`src/sv/lhm_pkg.sv`:
```
`default_nettype none

package lhm_pkg;

    // field widths
    localparam int DUR_W  = 32;
    localparam int BSEL_W = 4;
    localparam int HIT_W  = 4;
    localparam int CNT_W  = 32;
    localparam int SUM_W  = 64;
    localparam int FRAC_W = 8;
    localparam int MEAN_W = 40;

    // default histogram size
    localparam int NUM_BUCKETS_DEF = 12;

    // minimum before the first sample
    localparam logic [DUR_W-1:0] MIN_RESET = 32'd1000000000;

    // bucket borders in microseconds
    localparam int BORDER_LEN = 11;
    localparam logic [DUR_W-1:0] BORDERS [BORDER_LEN] = '{
        32'd100, 32'd125, 32'd150, 32'd175, 32'd200, 32'd225,
        32'd250, 32'd300, 32'd350, 32'd400, 32'd800
    };

    // operation codes
    localparam logic OP_RECORD = 1'b0;
    localparam logic OP_READ   = 1'b1;

    // sequencer states
    typedef enum logic [2:0] {
        S_IDLE,
        S_RD_HIT,
        S_WR_HIT,
        S_RD_SEL,
        S_CAP,
        S_DIV,
        S_OUT
    } t_state;

endpackage

`default_nettype wire

```
`src/sv/lhm_req_if.sv`:
```
`default_nettype none

interface lhm_req_if;
    import lhm_pkg::*;

    logic              valid;
    logic              ready;
    logic              operation;
    logic [DUR_W-1:0]  duration;
    logic [BSEL_W-1:0] bucket_select;

    modport source (output valid, operation, duration, bucket_select, input ready);
    modport sink   (input valid, operation, duration, bucket_select, output ready);
endinterface

`default_nettype wire

```
`src/sv/lhm_rsp_if.sv`:
```
`default_nettype none

interface lhm_rsp_if;
    import lhm_pkg::*;

    logic              valid;
    logic              ready;
    logic [HIT_W-1:0]  bucket_hit;
    logic [CNT_W-1:0]  bucket_count;
    logic [DUR_W-1:0]  min_duration;
    logic [DUR_W-1:0]  max_duration;
    logic [MEAN_W-1:0] mean_q8;
    logic [CNT_W-1:0]  samples_seen;

    modport source (output valid, bucket_hit, bucket_count, min_duration, max_duration,
                    mean_q8, samples_seen, input ready);
    modport sink   (input valid, bucket_hit, bucket_count, min_duration, max_duration,
                    mean_q8, samples_seen, output ready);
endinterface

`default_nettype wire

```
`src/sv/lhm_bucket_mem.sv`:
```
`default_nettype none

module lhm_bucket_mem #(
    parameter int NUM_BUCKETS = lhm_pkg::NUM_BUCKETS_DEF
) (
    input  wire logic                           i_clk,
    input  wire logic                           i_rst_n,
    input  wire logic                           i_we,
    input  wire logic [$clog2(NUM_BUCKETS)-1:0] i_waddr,
    input  wire logic [lhm_pkg::CNT_W-1:0]      i_wdata,
    input  wire logic [$clog2(NUM_BUCKETS)-1:0] i_raddr,
    output logic      [lhm_pkg::CNT_W-1:0]      o_rdata
);
    import lhm_pkg::*;

    logic [CNT_W-1:0]       r_mem [NUM_BUCKETS];
    logic [NUM_BUCKETS-1:0] r_vld;
    logic [CNT_W-1:0]       r_rdata;
    logic                   r_rd_vld;

    // count storage with registered read
    always_ff @(posedge i_clk) begin
        if (i_we) begin
            r_mem[i_waddr] <= i_wdata;
        end
        r_rdata <= r_mem[i_raddr];
    end

    // per-entry valid bits, an unwritten bucket reads as zero
    always_ff @(posedge i_clk) begin
        if (!i_rst_n) begin
            r_vld    <= '0;
            r_rd_vld <= 1'b0;
        end else begin
            if (i_we) begin
                r_vld[i_waddr] <= 1'b1;
            end
            r_rd_vld <= r_vld[i_raddr];
        end
    end

    assign o_rdata = r_rd_vld ? r_rdata : '0;

endmodule

`default_nettype wire

```
`src/sv/lhm_mean_div.sv`:
```
`default_nettype none

module lhm_mean_div (
    input  wire logic                       i_clk,
    input  wire logic                       i_rst_n,
    input  wire logic                       i_start,
    input  wire logic [lhm_pkg::SUM_W-1:0]  i_sum,
    input  wire logic [lhm_pkg::CNT_W-1:0]  i_cnt,
    output logic                            o_done,
    output logic      [lhm_pkg::MEAN_W-1:0] o_quot
);
    import lhm_pkg::*;

    localparam int STEP_W = $clog2(MEAN_W + 1);
    localparam int LO_W   = SUM_W - CNT_W;

    logic              r_busy;
    logic              r_done;
    logic [STEP_W-1:0] r_step;
    logic [CNT_W-1:0]  r_rem;
    logic [CNT_W-1:0]  r_div;
    logic [MEAN_W-1:0] r_quot;

    logic [CNT_W:0]    w_trial;
    logic [CNT_W:0]    w_diff;
    logic              w_ge;

    // one restoring step: shift in the next dividend bit, try to subtract
    always_comb begin
        w_trial = {r_rem, r_quot[MEAN_W-1]};
        w_ge    = (w_trial >= {1'b0, r_div});
        w_diff  = w_trial - {1'b0, r_div};
    end

    // quotient register doubles as the shifting low part of the dividend
    always_ff @(posedge i_clk) begin
        if (!i_rst_n) begin
            r_busy <= 1'b0;
            r_done <= 1'b0;
            r_step <= '0;
        end else begin
            r_done <= 1'b0;
            if (i_start) begin
                r_step <= '0;
                if (i_sum[SUM_W-1:LO_W] >= i_cnt) begin
                    // integer part does not fit, saturate
                    r_quot <= '1;
                    r_done <= 1'b1;
                    r_busy <= 1'b0;
                end else begin
                    r_rem  <= i_sum[SUM_W-1:LO_W];
                    r_quot <= {i_sum[LO_W-1:0], {FRAC_W{1'b0}}};
                    r_div  <= i_cnt;
                    r_busy <= 1'b1;
                end
            end else if (r_busy) begin
                r_rem  <= w_ge ? w_diff[CNT_W-1:0] : w_trial[CNT_W-1:0];
                r_quot <= {r_quot[MEAN_W-2:0], w_ge};
                r_step <= r_step + 1'b1;
                if (r_step == STEP_W'(MEAN_W - 1)) begin
                    r_busy <= 1'b0;
                    r_done <= 1'b1;
                end
            end
        end
    end

    assign o_done = r_done;
    assign o_quot = r_quot;

endmodule

`default_nettype wire

```
`src/sv/latency_histogram_monitor_top.sv`:
```
// a record request goes through S_RD_HIT, S_WR_HIT, S_RD_SEL, S_CAP and S_DIV to S_OUT;
//   S_DIV waits on the serial mean divider, one quotient bit per cycle; skipped if saturated
// a read request goes through S_RD_SEL and S_CAP to S_OUT, which loads the output register
// requests: one at a time, next request taken the cycle after the result is loaded;
//   the load waits for any previous response to drain
// reset: synchronous, active low; clears the statistics and the bucket valid bits at once
`default_nettype none

module latency_histogram_monitor_top #(
    parameter int NUM_BUCKETS = lhm_pkg::NUM_BUCKETS_DEF
) (
    input  wire logic  i_clk,
    input  wire logic  i_rst_n,
    lhm_req_if.sink    i_req,
    lhm_rsp_if.source  o_rsp
);
    import lhm_pkg::*;

    localparam int AW        = $clog2(NUM_BUCKETS);
    localparam int SW        = (AW > BSEL_W) ? AW : BSEL_W;
    localparam int NB_SEARCH = (NUM_BUCKETS - 1 < BORDER_LEN) ? NUM_BUCKETS - 1 : BORDER_LEN;

    t_state             r_state;
    t_state             n_state;

    logic               r_op;
    logic [DUR_W-1:0]   r_dur;
    logic [BSEL_W-1:0]  r_sel;
    logic [AW-1:0]      r_hit;
    logic [CNT_W-1:0]   r_cnt;

    logic [DUR_W-1:0]   r_min;
    logic [DUR_W-1:0]   r_max;
    logic [SUM_W-1:0]   r_total;
    logic [CNT_W-1:0]   r_count;
    logic [MEAN_W-1:0]  r_mean;

    logic               r_out_valid;
    logic [HIT_W-1:0]   r_out_hit;
    logic [CNT_W-1:0]   r_out_cnt;
    logic [DUR_W-1:0]   r_out_min;
    logic [DUR_W-1:0]   r_out_max;
    logic [MEAN_W-1:0]  r_out_mean;
    logic [CNT_W-1:0]   r_out_count;

    logic [AW-1:0]      w_hit_in;
    logic [SW-1:0]      w_sel_wide;
    logic [SW-1:0]      w_hit_wide;
    logic               w_sel_ok;
    logic [AW-1:0]      w_sel_addr;
    logic               w_req_ready;
    logic               w_we;
    logic [AW-1:0]      w_raddr;
    logic [CNT_W-1:0]   w_rdata;
    logic [CNT_W-1:0]   w_wdata;
    logic               w_div_start;
    logic               w_div_done;
    logic [MEAN_W-1:0]  w_div_quot;
    logic               w_out_load;
    logic [SUM_W:0]     w_sum;

    // bucket search: first border above the duration wins
    always_comb begin
        w_hit_in = AW'(NUM_BUCKETS - 1);
        for (int i = NB_SEARCH - 1; i >= 0; i--) begin
            if (i_req.duration < BORDERS[i]) begin
                w_hit_in = AW'(i);
            end
        end
    end

    // selector range check and address
    always_comb begin
        w_sel_wide = SW'(r_sel);
        w_hit_wide = SW'(r_hit);
        w_sel_ok   = ({1'b0, w_sel_wide} < (SW + 1)'(NUM_BUCKETS));
        w_sel_addr = w_sel_wide[AW-1:0];
    end

    // saturating increment and sum
    always_comb begin
        w_wdata = (w_rdata == '1) ? w_rdata : w_rdata + 1'b1;
        w_sum   = {1'b0, r_total} + (SUM_W + 1)'(r_dur);
    end

    lhm_bucket_mem #(
        .NUM_BUCKETS (NUM_BUCKETS)
    ) u_mem (
        .i_clk   (i_clk),
        .i_rst_n (i_rst_n),
        .i_we    (w_we),
        .i_waddr (r_hit),
        .i_wdata (w_wdata),
        .i_raddr (w_raddr),
        .o_rdata (w_rdata)
    );

    lhm_mean_div u_div (
        .i_clk   (i_clk),
        .i_rst_n (i_rst_n),
        .i_start (w_div_start),
        .i_sum   (r_total),
        .i_cnt   (r_count),
        .o_done  (w_div_done),
        .o_quot  (w_div_quot)
    );

    // sequencer: a record reads its hit bucket and writes it back, then both ops read the selected bucket
    always_comb begin
        n_state     = r_state;
        w_req_ready = 1'b0;
        w_we        = 1'b0;
        w_raddr     = r_hit;
        w_div_start = 1'b0;
        w_out_load  = 1'b0;
        unique case (r_state)
            S_IDLE: begin
                w_req_ready = 1'b1;
                if (i_req.valid) begin
                    n_state = (i_req.operation == OP_RECORD) ? S_RD_HIT : S_RD_SEL;
                end
            end
            S_RD_HIT: begin
                w_raddr = r_hit;
                n_state = S_WR_HIT;
            end
            S_WR_HIT: begin
                w_we    = 1'b1;
                n_state = S_RD_SEL;
            end
            S_RD_SEL: begin
                w_raddr     = w_sel_addr;
                w_div_start = (r_op == OP_RECORD);
                n_state     = S_CAP;
            end
            S_CAP: begin
                // a saturated mean is done already, skip the wait
                n_state = (r_op == OP_RECORD && !w_div_done) ? S_DIV : S_OUT;
            end
            S_DIV: begin
                if (w_div_done) begin
                    n_state = S_OUT;
                end
            end
            S_OUT: begin
                if (!r_out_valid || o_rsp.ready) begin
                    w_out_load = 1'b1;
                    n_state    = S_IDLE;
                end
            end
            default: begin
                n_state = S_IDLE;
            end
        endcase
    end

    // state and statistics
    always_ff @(posedge i_clk) begin
        if (!i_rst_n) begin
            r_state     <= S_IDLE;
            r_out_valid <= 1'b0;
            r_min       <= MIN_RESET;
            r_max       <= '0;
            r_total     <= '0;
            r_count     <= '0;
            r_mean      <= '0;
        end else begin
            r_state <= n_state;
            if (w_out_load) begin
                r_out_valid <= 1'b1;
            end else if (o_rsp.ready) begin
                r_out_valid <= 1'b0;
            end
            if (r_state == S_WR_HIT) begin
                if (r_dur < r_min) begin
                    r_min <= r_dur;
                end
                if (r_dur > r_max) begin
                    r_max <= r_dur;
                end
                r_total <= w_sum[SUM_W] ? '1 : w_sum[SUM_W-1:0];
                if (r_count != '1) begin
                    r_count <= r_count + 1'b1;
                end
            end
            if (w_div_done) begin
                r_mean <= w_div_quot;
            end
        end
    end

    // request capture, selected count and result register
    always_ff @(posedge i_clk) begin
        if (i_req.valid && w_req_ready) begin
            r_op  <= i_req.operation;
            r_dur <= i_req.duration;
            r_sel <= i_req.bucket_select;
            r_hit <= w_hit_in;
        end
        if (r_state == S_CAP) begin
            r_cnt <= w_sel_ok ? w_rdata : '0;
        end
        if (w_out_load) begin
            r_out_hit   <= (r_op == OP_RECORD) ? w_hit_wide[HIT_W-1:0] : '0;
            r_out_cnt   <= r_cnt;
            r_out_min   <= r_min;
            r_out_max   <= r_max;
            r_out_mean  <= r_mean;
            r_out_count <= r_count;
        end
    end

    assign i_req.ready        = w_req_ready;
    assign o_rsp.valid        = r_out_valid;
    assign o_rsp.bucket_hit   = r_out_hit;
    assign o_rsp.bucket_count = r_out_cnt;
    assign o_rsp.min_duration = r_out_min;
    assign o_rsp.max_duration = r_out_max;
    assign o_rsp.mean_q8      = r_out_mean;
    assign o_rsp.samples_seen = r_out_count;

    // mean stays zero until the first sample
    a_mean_empty: assert property (@(posedge i_clk) disable iff (!i_rst_n)
        (r_count == '0) |-> (r_mean == '0))
        else $error("mean nonzero with no samples");

    // once a sample is in, min never exceeds max
    a_min_max: assert property (@(posedge i_clk) disable iff (!i_rst_n)
        (r_count != '0) |-> (r_min <= r_max))
        else $error("min above max");

    // only a record request waits on the divider
    a_div_record: assert property (@(posedge i_clk) disable iff (!i_rst_n)
        (r_state == S_DIV) |-> (r_op == OP_RECORD))
        else $error("read request waiting on divider");

    // bucket write only follows the read of the same bucket
    a_rmw_order: assert property (@(posedge i_clk) disable iff (!i_rst_n)
        w_we |-> $past(r_state == S_RD_HIT))
        else $error("bucket write without prior read");

endmodule

`default_nettype wire

```
`src/flat_wrapper.sv`:
```
// flat-port wrapper written by rule: the top's interface ports become plain ports
module latency_histogram_monitor_top_flat import lhm_pkg::*;
#(
    parameter int NUM_BUCKETS = lhm_pkg::NUM_BUCKETS_DEF
)
  (i_clk, i_rst_n, i_req_valid, i_req_operation, i_req_duration, i_req_bucket_select, i_req_ready, o_rsp_valid, o_rsp_bucket_hit, o_rsp_bucket_count, o_rsp_min_duration, o_rsp_max_duration, o_rsp_mean_q8, o_rsp_samples_seen, o_rsp_ready);
  lhm_req_if i_req_i ();
  lhm_rsp_if o_rsp_i ();
  input  wire logic i_clk;
  input  wire logic i_rst_n;
  input wire logic [$bits(i_req_i.valid)-1:0] i_req_valid;
  input wire logic [$bits(i_req_i.operation)-1:0] i_req_operation;
  input wire logic [$bits(i_req_i.duration)-1:0] i_req_duration;
  input wire logic [$bits(i_req_i.bucket_select)-1:0] i_req_bucket_select;
  output wire logic [$bits(i_req_i.ready)-1:0] i_req_ready;
  output wire logic [$bits(o_rsp_i.valid)-1:0] o_rsp_valid;
  output wire logic [$bits(o_rsp_i.bucket_hit)-1:0] o_rsp_bucket_hit;
  output wire logic [$bits(o_rsp_i.bucket_count)-1:0] o_rsp_bucket_count;
  output wire logic [$bits(o_rsp_i.min_duration)-1:0] o_rsp_min_duration;
  output wire logic [$bits(o_rsp_i.max_duration)-1:0] o_rsp_max_duration;
  output wire logic [$bits(o_rsp_i.mean_q8)-1:0] o_rsp_mean_q8;
  output wire logic [$bits(o_rsp_i.samples_seen)-1:0] o_rsp_samples_seen;
  input wire logic [$bits(o_rsp_i.ready)-1:0] o_rsp_ready;
  assign i_req_i.valid = i_req_valid;
  assign i_req_i.operation = i_req_operation;
  assign i_req_i.duration = i_req_duration;
  assign i_req_i.bucket_select = i_req_bucket_select;
  assign i_req_ready = i_req_i.ready;
  assign o_rsp_valid = o_rsp_i.valid;
  assign o_rsp_bucket_hit = o_rsp_i.bucket_hit;
  assign o_rsp_bucket_count = o_rsp_i.bucket_count;
  assign o_rsp_min_duration = o_rsp_i.min_duration;
  assign o_rsp_max_duration = o_rsp_i.max_duration;
  assign o_rsp_mean_q8 = o_rsp_i.mean_q8;
  assign o_rsp_samples_seen = o_rsp_i.samples_seen;
  assign o_rsp_i.ready = o_rsp_ready;
  latency_histogram_monitor_top #(.NUM_BUCKETS(NUM_BUCKETS)) u_core (.i_clk(i_clk), .i_rst_n(i_rst_n), .i_req(i_req_i), .o_rsp(o_rsp_i));
endmodule
```
`config.mk`:
```
export PLATFORM = sky130hd
export DESIGN_NAME = latency_histogram_monitor_top_flat
export DESIGN_NICKNAME = d
export VERILOG_FILES = /design/src/sv/lhm_pkg.sv /design/src/sv/lhm_req_if.sv /design/src/sv/lhm_rsp_if.sv /design/src/sv/lhm_bucket_mem.sv /design/src/sv/lhm_mean_div.sv /design/src/sv/latency_histogram_monitor_top.sv /design/src/flat_wrapper.sv
export SDC_FILE = /design/constraint.sdc
export NUM_CORES = 2
export LEC_CHECK = 0
export BUFFER_PORTS_ARGS = -buffer_cell sky130_fd_sc_hd__clkbuf_2
export CAP_MARGIN = 20
export CORE_MARGIN = 5
export CORE_UTILIZATION = 40
export DETAILED_ROUTE_END_ITERATION = 10
export GPL_TIMING_DRIVEN = 0
export PLACE_DENSITY_LB_ADDON = 0.08
export SLEW_MARGIN = 25
export SYNTH_ARGS = -nofsm -noshare
export SYNTH_HDL_FRONTEND = slang
export SYNTH_SLANG_ARGS = --single-unit
```
`constraint.sdc`:
```
create_clock -name i_clk -period 19.1 [get_ports i_clk]
set_input_delay 3.82 -clock i_clk [delete_from_list [all_inputs] [get_ports i_clk]]
set_output_delay 3.82 -clock i_clk [all_outputs]
set_load 0.005 [all_outputs]
```
Word-level counts from Yosys, hierarchy flattened
Memories as Yosys holds them, arrays and structs flattened. A register that Yosys moved wholly into a read port is not among the register bits.
Cells that the tools add are included.
W data, S select, Z words.
{ "word_totals": {"register_bits": 574, "latch_bits": 0, "ram_bits": 384, "romBits": 0, "input_bits": 41, "out_inout_bits": 174, "elab_cells": 139, "n_memories": 1} }
{ "classes": {"n_addsub": 5, "n_mul": 0, "n_div": 0, "n_lt_le_gt_ge": 19, "eq_ne": 13, "shifts": 0, "mux": 48, "n_bitwise": 4, "n_reduce_logical": 20} }
{ "memory_table": {"columns": ["name", "words", "word_bits", "read_ports", "rd_clocked_by_memory_dff", "write_ports", "line", "text"], "rows": [
  ["u_core.u_mem.r_mem", 12, 32, 1, 1, 1, "lhm_bucket_mem.sv:16", "logic [CNT_W-1:0] r_mem [NUM_BUCKETS];"]
]} }
{ "op_table": {"columns": ["cell", "count"], "rows": [
  ["$mux W32", 6],
  ["$lt A32 B8 Y1 const B", 5],
  ["$mux W40", 3],
  ["$lt A32 B9 Y1 const B", 3],
  ["$add A64 B32 Y65", 1],
  ["$add A32 B1 Y32 const B", 2],
  ["$lt A32 B7 Y1 const B", 2],
  ["$mux W64", 1],
  ["$ge A33 B32 Y1", 1],
  ["$eq A32 B32 Y1 const B", 1],
  ["$ge A32 B32 Y1", 1],
  ["$gt A32 B32 Y1", 1],
  ["$lt A32 B10 Y1 const B", 1],
  ["$lt A32 B32 Y1", 1],
  ["$ne A32 B32 Y1 const B", 1],
  ["$sub A32 B32 Y32", 1],
  ["$mux W1", 21],
  ["$mux W3", 7],
  ["$pmux W3 S7", 1],
  ["$mux W2", 6],
  ["$or A12 B12 Y12", 1],
  ["$lt A4 B5 Y1 const B", 2],
  ["$eq A3 B3 Y1 const B", 3],
  ["$reduce_and A3 Y1", 3],
  ["other kinds (21)", 34]
]} }

Logic depth before layout (Yosys ltp)
{ "depth": {"depth_word": 11, "ltp_mapped": 15, "ltp_nobuf": 13} }

Cells and area by module
A second synthesis with hierarchy kept.
{ "unflattened": {"cells_unflattened": 3329, "hier_area_um2": 43395.4} }
{ "modules_own_cells": {"columns": ["mod", "instances", "cells_per_inst", "area_per_inst_um2"], "rows": [
  ["latency_histogram_monitor_top", 1, 1827, 20021.7],
  ["lhm_bucket_mem", 1, 732, 15939.0],
  ["lhm_mean_div", 1, 770, 7434.6]
]} }

Least setup slack after synthesis
Ideal clock, no wire load.
{ "synth_path": {"path_kind": "input to register", "from": "input port o_rsp_ready", "to": "register u_core.r_out_cnt[0] (netlist: u_core.o_rsp.bucket_count[0]), enable pin", "arrival_time_ps": 11515, "t_required_ps": 18375, "path_slack_ps": 6860, "stages": 2, "n_path_buf": 0, "path_cell_list": "nand2b_1 nor2b_1"} }
{ "synth_between": {"elab_chain_len": 3} }
{ "synth_rtl": {"columns": ["item", "line", "text"], "rows": [
  ["start, declared", "flat_wrapper.sv:23", "input wire logic [$bits(o_rsp_i.ready)-1:0] o_rsp_ready;"],
  ["$logic_or A1 B1 Y1", "latency_histogram_monitor_top.sv:146", "if (!r_out_valid || o_rsp.ready) begin"],
  ["$mux W1", "latency_histogram_monitor_top.sv:146", null],
  ["$mux W1", "latency_histogram_monitor_top.sv:116", "unique case (r_state)"],
  ["named net u_core.w_out_load", "latency_histogram_monitor_top.sv:59", "logic w_out_load;"],
  ["end signal, assigned", "latency_histogram_monitor_top.sv:205", "r_out_cnt <= r_cnt;"],
  ["end, declared", "latency_histogram_monitor_top.sv:40", "logic [CNT_W-1:0] r_out_cnt;"]
]} }
The timed path passes the listed nets, and every way through them passes these cells.
A chain may end at the register's enable or synchronous reset.

Worst setup path after layout
{ "layout_path": {"from": "input port i_rst_n", "to": "register u_core.u_div.r_rem[4], enable pin"} }
{ "layout_between": {"elab_chain_len": 1} }
{ "layout_rtl": {"columns": ["item", "line", "text"], "rows": [
  ["start, declared", "flat_wrapper.sv:10", "input wire logic i_rst_n;"],
  ["$reduce_and A3 Y1 (no source line)", null, null],
  ["end signal, assigned", "lhm_mean_div.sv:51", "r_rem <= i_sum[SUM_W-1:LO_W];"],
  ["end signal, assigned", "lhm_mean_div.sv:57", "r_rem <= w_ge ? w_diff[CNT_W-1:0] : w_trial[CNT_W-1:0];"],
  ["end, declared", "lhm_mean_div.sv:20", "logic [CNT_W-1:0] r_rem;"]
]} }
Every way passes these cells.

==> metrics.md <==
| Metric | Value |
|---|---|
| Clock root buffer | `clkbuf_16` |
| Crit path DAT | `6730 ps` |
| Synth Area per Inst | `13.2 µm²` |
| Layout cell share with drive strength beyond 1 | `17.7%` |
| CORE AREA | `0.107 mm²` |
| Initial Util | `40.1%` |
| Largest net degree at the start of global routing | `32` |
| TritonCTS clock tree | `done` |
| Final Critical Period | `6370 ps` |
| Non-Filler Instances | `5114` |
| Maximum VDD drop | `61.7 µV` |
| DR DRC count | `0` |
| TritonCTS Buffers | `105` |
| Row count | `120` |
| Clock latency on the worst-skew pair | `690 ps` |
| Setup crit end kind | `flip-flop` |
| Max Freq | `157 MHz` |
| Max-cap check violation count | `0` |
| CP required | `19460 ps` |
| Worst reg-to-reg setup slack | `14130 ps` |
| Crit path from | `i_rst_n` |
| I/O Pins | `215` |
| Register area share after synthesis | `63.5%` |
| Reg2Reg Depth | `14` |
| RSZ-0062 raised after global routing | `false` |
| Syn Nets | `3454` |
| Outcome | `finished, final reports clean` |
| WHS | `417 ps` |
| Post-synth EDFFs | `733` |
| Synth area leader | `edfxtp_1` |
| Initial antenna violation count | `1` |
| Synth cell count leaders | `edfxtp_1, nor2_1, dfxtp_1, nand2_1, a21oi_1` |
| Fin nets | `3824` |
| #FFs+latches synth | `990` |
| Share of the synthesized area in the top cell type | `51.5%` |
| Vias in the first global route | `27900` |
| Reg clk slew, reported paths | `60 ps` |
| Grt total ovfl | `0` |
| Via count | `27300` |
| Number of H-tree levels | `3` |
| # setup viols final | `0` |
| Clk_skew | `42.2 ps` |
| PortBufs | `213` |
| Setup ws final | `12730 ps` |
| CP Max Fanout | `21` |
| Fin. Hold Viols | `0` |
| Clk sinks | `990` |
| Pleak | `0.0180 µW` |
| Setup TNS | `0 ps` |
| Resize count post-CTS | `0` |
| Hold-critical path depth | `0` |
| Async SR Flop Fraction | `0%` |
| Startpoint types | `input pin` |
| Crit Path Class | `input pin to flip-flop` |
| Iteration-0 DRC Markers | `1898` |
| Tot GR Track Use | `20.3%` |
| Post-Place Cells | `4915` |
| Worst-Margin Slew | `953 ps` |
| First-pass GRT wire length | `174 mm` |
| Synth top area cells | `edfxtp_1, dfxtp_1, mux4_2` |
| Top FF cell, synth | `edfxtp_1` |
| Die area | `0.114 mm²` |
| Drt via density | `5.34` |
| CTS Hold Bufs | `0` |
| Worst reg2reg endpoint | `u_core.u_mem.r_mem[9][30]$_DFFE_PP_` |
| Dpl ws | `11980 ps` |
| Hold WC Path Type | `flip-flop to flip-flop` |
| Number of distinct library cells after synthesis | `91` |
| Tcrit/Tclk final | `33.3%` |
| Post-Synthesis Cell Area | `0.0428 mm²` |
| Die W | `337 µm` |
| Fill cell count | `9451` |
| Detailed placement HPWL | `85.1 mm` |
| Final Wtd Congestion | `0.876` |
| # Post-CTS Setup Buffers | `0` |
| CTS max path bufs | `3` |
| Final Max Tran Viols | `0` |
| Max-slew headroom | `36.3%` |
| WL final | `116 mm` |
| Most instantiated library cell after synthesis | `edfxtp_1` |
| DR WL/cell | `22.8 µm` |
| Sink of the worst hold path | `u_core.o_rsp.bucket_count[26]$_DFFE_PP_` |
| Pre-Repair DR Iteration Count | `5` |
| Reg-to-Reg Start | `u_core.u_mem.r_rd_vld$_SDFF_PN0_` |
| Min-Delay Startpoint | `u_core.r_cnt[26]$_SDFFCE_PP0N_` |
| Die Ht | `337 µm` |
| Synth warn | `0` |
| PD cells | `101 mW/mm²` |
| Cells after Synth | `3249` |
| ANT nets after route | `0` |
| Area grow syn2layout | `17.4%` |
## through the flow
step | util [%] | area [µm²] | power [µW]
floorplan | - | 42800 | 2840
global placement | 42.8 | 45600 | 3020
detailed placement | 43.7 | 46600 | 3030
CTS | 47.1 | 50200 | 5130
global route | 47.1 | 50200 | 5280
finish | 47.1 | 50200 | 5080
## final cells by class
type                       instances  area, µm²  share of cell area, %
antenna                            2       5.00                0.00997
buffer                           137        626                   1.25
clock buffer                     140       2950                   5.88
clock inverter                    57        618                   1.23
inverter                         155        582                   1.16
multi-input combinational       1967      14500                   29.0
sequential                       990      27200                   54.1
tap                             1403       1760                   3.50
timing repair buffer             263       1970                   3.93
## layer usage
metal,vias up,wire (µm),global-route usage [%]
met1,13600,51500,27.3
met4,0,3250,5.53
li1,12800,-,-
met3,179,6160,3.74
met5,-,0,0
met2,699,55600,34.0
## state kept, by name, summed over array words and instances, names as in the netlist, 40 cells and up
signal	flops
u_core.u_mem.r_mem	384
u_core.r_mean	40
u_core.u_div.o_quot	40
u_core.r_total	64
u_core.o_rsp.mean_q8	40
## where the power goes
part,leakage (µW),switching [µW],internal (µW)
Combinational,0.00756,325,205
Clock,0.00173,860,1220
Sequential,0.00867,84.1,2380
## worst max-delay path by stage
stage	cells past startpoint	end	slack (ps)
4_1_cts	6	u_core.u_div.r_rem[4]$_DFFE_PP_	12690
2_1_floorplan	2	u_core.o_rsp.bucket_count[0]$_DFFE_PP_	6860
3_3_place_gp	3	u_core.o_rsp.bucket_count[10]$_DFFE_PP_	2160
6_report	6	u_core.u_div.r_rem[4]$_DFFE_PP_	12730
5_1_grt	6	u_core.u_div.r_rem[4]$_DFFE_PP_	12570
3_5_place_dp	6	u_core.u_div.r_rem[4]$_DFFE_PP_	11980
## layout by cell type, fill, tap and decap left out, drive strengths merged, types with 19 or more instances in the layout
master and instances:
dfxtp 257, mux4 99, o21ai 188, xor2 38
edfxtp 733, a21o 60, a21oi 198, o31ai 26
inv 157, clkbuf 443, nand2 250, or3 19
and2 51, nand4 51, and3 19, nand3 97
nor2 262, clkinv 40, o211ai 27, nor4 29
nor2b 24, mux2i 88, buf 97, ha 162
xnor2 94, nor3 33
## worst max-delay path, stage by stage
cell and delay [ps]:
clkbuf_1 430, clkinv_1 470, clkbuf_1 450, nor2_4 650, a21boi_4 640, buf_16 240
## logic make-up after synthesis
kind of cell    synth area share (%)
xor+xnor                        2.70
buf+inv                         2.82
compound gates                  8.87
fa+ha+maj                       4.83
flops                           63.5
simple gates                    9.94
mux                             7.33
No activity file was read; power rests on OpenSTA's default activity.
